===== src/sv/wps_pkg.sv =====
// shared constants, codes and types for the wildcard pattern search block
// no dependencies
package wps_pkg;

	localparam int PAT_DEPTH   = 64;
	localparam int PAT_AW      = $clog2(PAT_DEPTH);
	localparam int PAT_CW      = PAT_AW + 1;
	localparam int SRC_DEPTH   = 1024;
	localparam int SRC_AW      = $clog2(SRC_DEPTH);
	localparam int SRC_CW      = SRC_AW + 1;
	localparam int RETRY_DEPTH = 16;
	localparam int RETRY_AW    = $clog2(RETRY_DEPTH);
	localparam int RETRY_CW    = RETRY_AW + 1;
	localparam int PPOS_W      = PAT_CW + 1;
	localparam int PADDR_W     = 3;

	localparam logic [7:0] STAR_BYTE   = 8'h2a;
	localparam logic [7:0] ANY_BYTE    = 8'h23;
	localparam logic [7:0] CHAR_UP_A   = 8'h41;
	localparam logic [7:0] CHAR_UP_Z   = 8'h5a;
	localparam logic [7:0] CASE_OFFSET = 8'h20;

	localparam logic REG_MATCH_CASE = 1'b0;

	typedef enum logic [1:0] {
		OP_CLEAR      = 2'd0,
		OP_APPEND_PAT = 2'd1,
		OP_APPEND_SRC = 2'd2,
		OP_SEARCH     = 2'd3
	} op_t;

	typedef enum logic [3:0] {
		CMD_NONE,
		CMD_CLEAR,
		CMD_APPEND_PAT,
		CMD_APPEND_SRC,
		CMD_START,
		CMD_READ_P,
		CMD_SKIP,
		CMD_LATCH_CH,
		CMD_READ_S,
		CMD_SCAN_NEXT,
		CMD_STAR_OK,
		CMD_LIT_OK,
		CMD_POP
	} cmd_t;

	typedef struct packed {
		cmd_t cmd;
		logic out_load;
		logic out_hit;
	} wps_ctrl_t;

	typedef struct packed {
		logic p_neg;
		logic p_end;
		logic pd_star;
		logic pd_any;
		logic s_end;
		logic scan_hit;
		logic lit_ok;
		logic top_zero;
	} wps_stat_t;

	function automatic logic [7:0] view_byte(input logic [7:0] c, input logic exact);
		logic [7:0] r;
		r = c;
		if (!exact && c >= CHAR_UP_A && c <= CHAR_UP_Z) begin
			r = c + CASE_OFFSET;
		end
		return r;
	endfunction

endpackage


===== src/sv/wps_ctrl.sv =====
// sequencer for appends and the backtracking search walk
// depends on wps_pkg
module wps_ctrl import wps_pkg::*; (
	input  logic      clk,
	input  logic      arst_n,
	input  logic      in_valid,
	input  logic [1:0] in_op,
	output logic      in_ready,
	output logic      out_valid,
	input  logic      out_ready,
	input  wps_stat_t stat,
	output wps_ctrl_t ctrl
);

	typedef enum logic [9:0] {
		ST_IDLE      = 10'b0000000001,
		ST_LOOP      = 10'b0000000010,
		ST_P_EVAL    = 10'b0000000100,
		ST_SKIP_EVAL = 10'b0000001000,
		ST_SCAN_FET  = 10'b0000010000,
		ST_SCAN_EVAL = 10'b0000100000,
		ST_DECIDE    = 10'b0001000000,
		ST_LIT_EVAL  = 10'b0010000000,
		ST_POP       = 10'b0100000000,
		ST_DONE      = 10'b1000000000
	} state_t;

	state_t state_q, state_d;
	logic   hit_q, hit_d;
	logic   out_valid_q;
	logic   out_free;

	assign out_free  = !out_valid_q || out_ready;
	assign in_ready  = (state_q == ST_IDLE);
	assign out_valid = out_valid_q;

	always_comb begin
		state_d       = state_q;
		hit_d         = hit_q;
		ctrl.cmd      = CMD_NONE;
		ctrl.out_load = 1'b0;
		ctrl.out_hit  = hit_q;
		case (state_q)
			ST_IDLE: begin
				if (in_valid) begin
					case (op_t'(in_op))
						OP_CLEAR:      ctrl.cmd = CMD_CLEAR;
						OP_APPEND_PAT: ctrl.cmd = CMD_APPEND_PAT;
						OP_APPEND_SRC: ctrl.cmd = CMD_APPEND_SRC;
						OP_SEARCH: begin
							ctrl.cmd = CMD_START;
							state_d  = ST_LOOP;
						end
						default: ctrl.cmd = CMD_NONE;
					endcase
				end
			end
			ST_LOOP: begin
				if (stat.p_end) begin
					hit_d   = 1'b1;
					state_d = ST_DONE;
				end else if (stat.p_neg) begin
					ctrl.cmd = CMD_SKIP;
					state_d  = ST_SKIP_EVAL;
				end else begin
					ctrl.cmd = CMD_READ_P;
					state_d  = ST_P_EVAL;
				end
			end
			ST_P_EVAL: begin
				if (stat.pd_star) begin
					ctrl.cmd = CMD_SKIP;
					state_d  = ST_SKIP_EVAL;
				end else if (stat.s_end) begin
					state_d = ST_POP;
				end else begin
					ctrl.cmd = CMD_READ_S;
					state_d  = ST_LIT_EVAL;
				end
			end
			ST_SKIP_EVAL: begin
				if (stat.p_end) begin
					hit_d   = 1'b1;
					state_d = ST_DONE;
				end else if (stat.pd_star) begin
					ctrl.cmd = CMD_SKIP;
				end else begin
					ctrl.cmd = CMD_LATCH_CH;
					state_d  = stat.pd_any ? ST_DECIDE : ST_SCAN_FET;
				end
			end
			ST_SCAN_FET: begin
				if (stat.s_end) begin
					state_d = ST_DECIDE;
				end else begin
					ctrl.cmd = CMD_READ_S;
					state_d  = ST_SCAN_EVAL;
				end
			end
			ST_SCAN_EVAL: begin
				if (stat.scan_hit) begin
					state_d = ST_DECIDE;
				end else begin
					ctrl.cmd = CMD_SCAN_NEXT;
					state_d  = ST_SCAN_FET;
				end
			end
			ST_DECIDE: begin
				if (stat.s_end) begin
					state_d = ST_POP;
				end else begin
					ctrl.cmd = CMD_STAR_OK;
					state_d  = ST_LOOP;
				end
			end
			ST_LIT_EVAL: begin
				if (stat.lit_ok) begin
					ctrl.cmd = CMD_LIT_OK;
					state_d  = ST_LOOP;
				end else begin
					state_d = ST_POP;
				end
			end
			ST_POP: begin
				if (stat.top_zero) begin
					hit_d   = 1'b0;
					state_d = ST_DONE;
				end else begin
					ctrl.cmd = CMD_POP;
					state_d  = ST_LOOP;
				end
			end
			ST_DONE: begin
				if (out_free) begin
					ctrl.out_load = 1'b1;
					state_d       = ST_IDLE;
				end
			end
			default: state_d = ST_IDLE;
		endcase
	end

	always_ff @(posedge clk or negedge arst_n) begin
		if (!arst_n) begin
			state_q     <= ST_IDLE;
			hit_q       <= 1'b0;
			out_valid_q <= 1'b0;
		end else begin
			state_q <= state_d;
			hit_q   <= hit_d;
			if (ctrl.out_load) begin
				out_valid_q <= 1'b1;
			end else if (out_ready) begin
				out_valid_q <= 1'b0;
			end
		end
	end

endmodule


===== config.mk =====
export PLATFORM = sky130hd
export DESIGN_NAME = wps_ctrl
export DESIGN_NICKNAME = d
export VERILOG_FILES = /design/src/sv/wps_pkg.sv /design/src/sv/wps_ctrl.sv
export SDC_FILE = /design/constraint.sdc
export NUM_CORES = 1
export LEC_CHECK = 0
export BUFFER_PORTS_ARGS = -buffer_cell sky130_fd_sc_hd__buf_2
export CAP_MARGIN = 0
export CORE_UTILIZATION = 40
export CTS_BUF_LIST = sky130_fd_sc_hd__clkbuf_8
export DETAILED_ROUTE_END_ITERATION = 16
export GPL_ROUTABILITY_DRIVEN = 0
export GPL_TIMING_DRIVEN = 0
export PLACE_DENSITY_LB_ADDON = 0.25
export SLEW_MARGIN = 30
export SYNTH_ARGS = -nofsm -noshare
export SYNTH_HDL_FRONTEND = slang
export SYNTH_SLANG_ARGS = --single-unit

===== constraint.sdc =====
create_clock -name clk -period 5.5 [get_ports clk]
set_clock_uncertainty 0.05 [all_clocks]
set_input_delay 1.1 -clock clk [delete_from_list [all_inputs] [get_ports clk]]
set_output_delay 1.1 -clock clk [all_outputs]
set_load 0.01 [all_outputs]

After elaboration in Yosys (flattened, before gate mapping)
Cells that the tools add are included.
{"block": "op_classes", "n_addsub": 0, "multipliers": 0, "n_div": 0, "n_lt_le_gt_ge": 0, "eq_ne": 19, "shift": 0, "mux": 36, "bitwise": 0, "n_reduce_logical": 8}
{"cell": "$pmux W10 S10", "n": 1}
{"cell": "$mux W10", "n": 7}
{"cell": "$mux W9", "n": 4}
{"cell": "$pmux W4 S9", "n": 1}
{"cell": "$mux W4", "n": 8}
{"cell": "$mux W7", "n": 3}
{"cell": "$pmux W4 S4", "n": 1}
{"cell": "$eq A10 B1 Y1 const B", "n": 1}
{"cell": "$eq A10 B10 Y1 const B", "n": 1}
{"cell": "$eq A10 B2 Y1 const B", "n": 1}
{"cell": "$eq A10 B3 Y1 const B", "n": 1}
{"cell": "$eq A10 B4 Y1 const B", "n": 1}
{"cell": "$eq A10 B5 Y1 const B", "n": 1}
{"cell": "$eq A10 B6 Y1 const B", "n": 1}
{"cell": "$eq A10 B7 Y1 const B", "n": 1}
{"cell": "$eq A10 B8 Y1 const B", "n": 1}
{"cell": "$eq A10 B9 Y1 const B", "n": 1}
{"cell": "$mux W1", "n": 7}
{"cell": "$mux W3", "n": 2}
{"cell": "$ne A2 B2 Y1 const B", "n": 3}
{"cell": "$eq A2 B2 Y1 const B", "n": 2}
{"cell": "$ne A2 B1 Y1 const B", "n": 2}
{"cell": "$reduce_and A4 Y1", "n": 1}
{"cell": "$reduce_bool A2 Y1", "n": 2}
{"cell": "other kinds (9)", "n": 9}
{"block": "word_totals", "ff_bits": 12, "latchBits": 0, "ram_bits": 0, "mem_bits_ro": 0, "inputBits": 14, "out_inout_bits": 8, "word_cells": 66, "mem_count": 0}

Logic depth before layout (Yosys ltp)
{"block": "logic_depth", "depth_word": 5, "ltp_mapped": 5, "depth_no_buf": 5}

Worst setup path after synthesis
No wires, ideal clock.
{"block": "synth_path", "path_kind": "input -> output", "from": "input port stat[3] (netlist bit)", "to": "output port ctrl[5] (netlist bit)", "arrival_time_ns": 2.083, "t_required_ns": 4.350, "path_slack_ns": 2.267, "cell_stages": 4, "n_path_buf": 0, "path_cell_list": "or3b_2 a211o_1 o31ai_1 or3_1"}
{"element": "start, declared", "line": "wps_ctrl.sv:11", "rtl": "input wps_stat_t stat,"}
{"element": "end, declared", "line": "wps_ctrl.sv:12", "rtl": "output wps_ctrl_t ctrl"}

==> flow_summary_export.csv <==
group,metric,value,unit
power_and_ir_drop,overall_power_consumption,0.000230,W
synth,netlist.area_leader.share,27.9,%
cts,cts_resized,0,
cells_and_area,fill_cells,216,
hold_path,worstHoldPathType,"flip-flop to flip-flop",
drt,detailed_route_via_count,1042,
cells_and_area,layout_common_cells,"buf_2 (23), nor2_1 (14), dfrtp_1 (11)",
grt,grt_overflow_total,0,
placement,place_hpwl,1950,um
grt,grt_antenna_before_repair,0,
cells_and_area,final_antenna_diode_count,0,
setup_path,crit_path_cell_trace,"buf_2 -> or3b_2 -> a211o_1 -> o31ai_1 -> or3_1 -> buf_2",
placement,io_buffers,21,
power_and_ir_drop,leakage,0.581,nW
cts,clk_root_buffer_cell,"clkbuf_8",
power_and_ir_drop,power-per-cell-area,195,nW/um^2
cts,max-clock-path-buffers,2,
drt,starting_drc_count_in_detailed_routing,45,
power_and_ir_drop,peakVddDrop,0.113,mV
cells_and_area,finalInstanceArea,1180,sq um
grt,grt_first_pass_wirelength,4150,um
drt,drc,0,
floorplan,pin_count,22,
cts,cts-buffers-inserted,3,
placement,place_area,1130,sq um
setup_path,worstSetupEndpointType,"output pin",
setup_path,crit_type,"primary input to output pin",
flow_run,timing.max_cap.violations,0,
floorplan,design.die.area,2670,sq um
synth,ys_warn_count,0,
outcome,status,"finished, final reports clean",
grt,gr-usage-met1,26.8,%
synth,total_of_flip_flops_plus_latches_after_synthesis,12,
cts,clkSlewWorstSetupHoldPaths,60,ps
sta,worst_pin_slew,883,ps
cells_and_area,layout.cells.most_common,"buf_2",
cts,tritoncts_clock_tree,"yes",
grt,grtUsageMet3,3.51,%
setup_path,largest_stage_delay_worst_path,440,ps
drt,first_pass_iters,4,
cells_and_area,final_cell_count_no_fill,175,
synth,synth.yosys.seq_area_share,30.5,%
setup_path,worstPathMaxFanout,6,
synth,yosys.cell_types.count,41,
grt,vias_in_the_first_global_route,962,
drt,ant_nets,0,
grt,track_usage,21.1,%
sta,setup_repair_after_global_routing_missed_its_margin,"no",
floorplan,die_width,51.7,um
synth,syn_area_per_cell,8.09,sq um
cts,clock_latency,240,ps
grt,grt-busiest-layer,"met2",
grt,grtUsageMet2,35.1,%
sta,fmaxAchievable,279,MHz
synth,syn-cell-area,987,sq um
cts,tritoncts_num_sinks,12,
grt,grt_max_degree,13,
sta,post_route_fraction_of_the_period_consumed_by_the_critical_path,65.1,%
cells_and_area,share_of_final_layout_standard_cells_stronger_than_drive_strength_1,25.2,%
floorplan,core_region_area,2280,sq um
cells_and_area,final_nets,166,
floorplan,starting_utilization_of_the_core_area,43.4,%
sta,post-route-min-period,3580,ps
placement,detailedPlace.worstSlack,1930,ps
synth,synth_cells,122,
synth,ys_top_cells_by_area,"dfrtp_1 (28%), nor2_1 (5.3%), ha_1 (5.1%), nand4_1 (5.1%), nor2b_1 (3.2%)",
sta,fin_setup_tns,0,ps
cts,htree_levels,1,
cts,cts-hold-fix-buffers,0,
drt,finalWirelength,2480,um
synth,netlist.top_cell.by_area,"dfrtp_1",
cts,post_cts_buffers,0,
placement,post-place-cells,171,
setup_path,critical_path_startpoint_category,"primary input",
sta,fin_max_slew_vios,0,
drt,routedWlPerCell,14.2,um
drt,avgViaCountPerCell,5.95,
setup_path,critical-path-top-cell-by-count,"buf_2",
sta,finalSetupViolCount,0,
floorplan,std_cell_rows,17,
sta,timing.final.hold_violations,0,
sta,finalWorstSetupSlack,1920,ps
setup_path,timing.critical_path.slowest_stage_cell,"or3b_2",
synth,syn_nets,140,
sta,max_slew_margin,40.7,%
cells_and_area,syn2layout_area_growth,19.8,%
setup_path,critical_path_rt,4350,ps
floorplan,die_h,51.7,um
setup_path,worst-endpoint-arrival,2430,ps
metrics by stage:
stage / hold slack, ps / util (%)
CTS: 509 / 52.0
finish: 501 / 52.0
floorplan: 442 / -
global route: 570 / 52.0
global placement: 475 / 49.5
detailed placement: 493 / 49.5
registers in the layout, indices dropped and copies added (netlist names):
register	cells
out_valid	1
state_q	10
hit_q	1
where the power goes:
part / switching, W / total (W) / internal [W]
clock: 0.0000355 / 0.0000988 / 0.0000633
combinational: 0.0000206 / 0.0000376 / 0.0000170
sequential: 0.00000262 / 0.0000940 / 0.0000914
final timing paths:
kind,endpoint,cells after the start,from,slack [ps]
worst max-delay path,ctrl[5],6,stat[3],1920
worst min-delay path,hit_q,2,hit_q,500
worst max register to register,state_q[4],5,state_q[5],3370
worst min register to register,hit_q,2,hit_q,500
max in group asynchronous,state_q[0],1,arst_n,4440
min in group asynchronous,state_q[9],1,arst_n,680
cell usage after synthesis:
master	number
and2b_1	1
a31oi_1	1
nor4_1	3
o41ai_1	1
o21ba_2	1
ha_1	4
nor4b_1	1
buf_2	2
dfrtp_1	11
a22oi_1	1
nor3b_1	3
or3b_2	1
xor2_1	2
clkbuf_1	3
o21ai_0	6
nor2b_1	5
nand2b_1	2
or4_1	3
o22a_1	1
or4_4	2
inv_1	4
nor3_1	5
or2_2	3
o2bb2ai_1	1
nand4_1	8
nand2_1	4
nor2_1	14
a32o_1	2
and4_1	1
a211o_1	1
dfstp_2	1
buf_4	1
buf_6	1
and3_1	3
or3_1	3
nand3_1	5
o211ai_1	2
a21oi_1	6
o31ai_1	1
o22ai_1	1
nand3b_1	1
critical path: cells and delay by family:
family / cells / cell delay [ps]
compound gates: 2 / 480
buf+inv: 2 / 250
simple gates: 2 / 600
cells by family (layout without fill, tap and decap cells):
| logic type | count (synthesis) | count (layout) | share of synthesized area [%] |
|---|---|---|---|
| compound gates | 25 | 25 | 17.0 |
| xor+xnor | 2 | 2 | 1.77 |
| fa+ha+maj | 4 | 4 | 5.07 |
| buf+inv | 11 | 36 | 5.58 |
| flops | 12 | 12 | 30.5 |
| simple gates | 68 | 68 | 40.1 |
layer usage:
metal | up-vias | wire, um
met5 | - | 0
met4 | 0 | 19
met3 | 4 | 119
met2 | 33 | 1190
met1 | 500 | 1150
li1 | 505 | -
final cells by class:
type	instances	area, sq um	area share (%)
plain buffers	7	40.0	3.39
inverters	4	15.0	1.27
clock buffers	4	55.1	4.66
multi-input cells	99	631	53.3
repair buffers	21	105	8.89
flip-flops and latches	12	302	25.5
well taps	28	35.0	2.96
(Power assumes the default switching activity.)
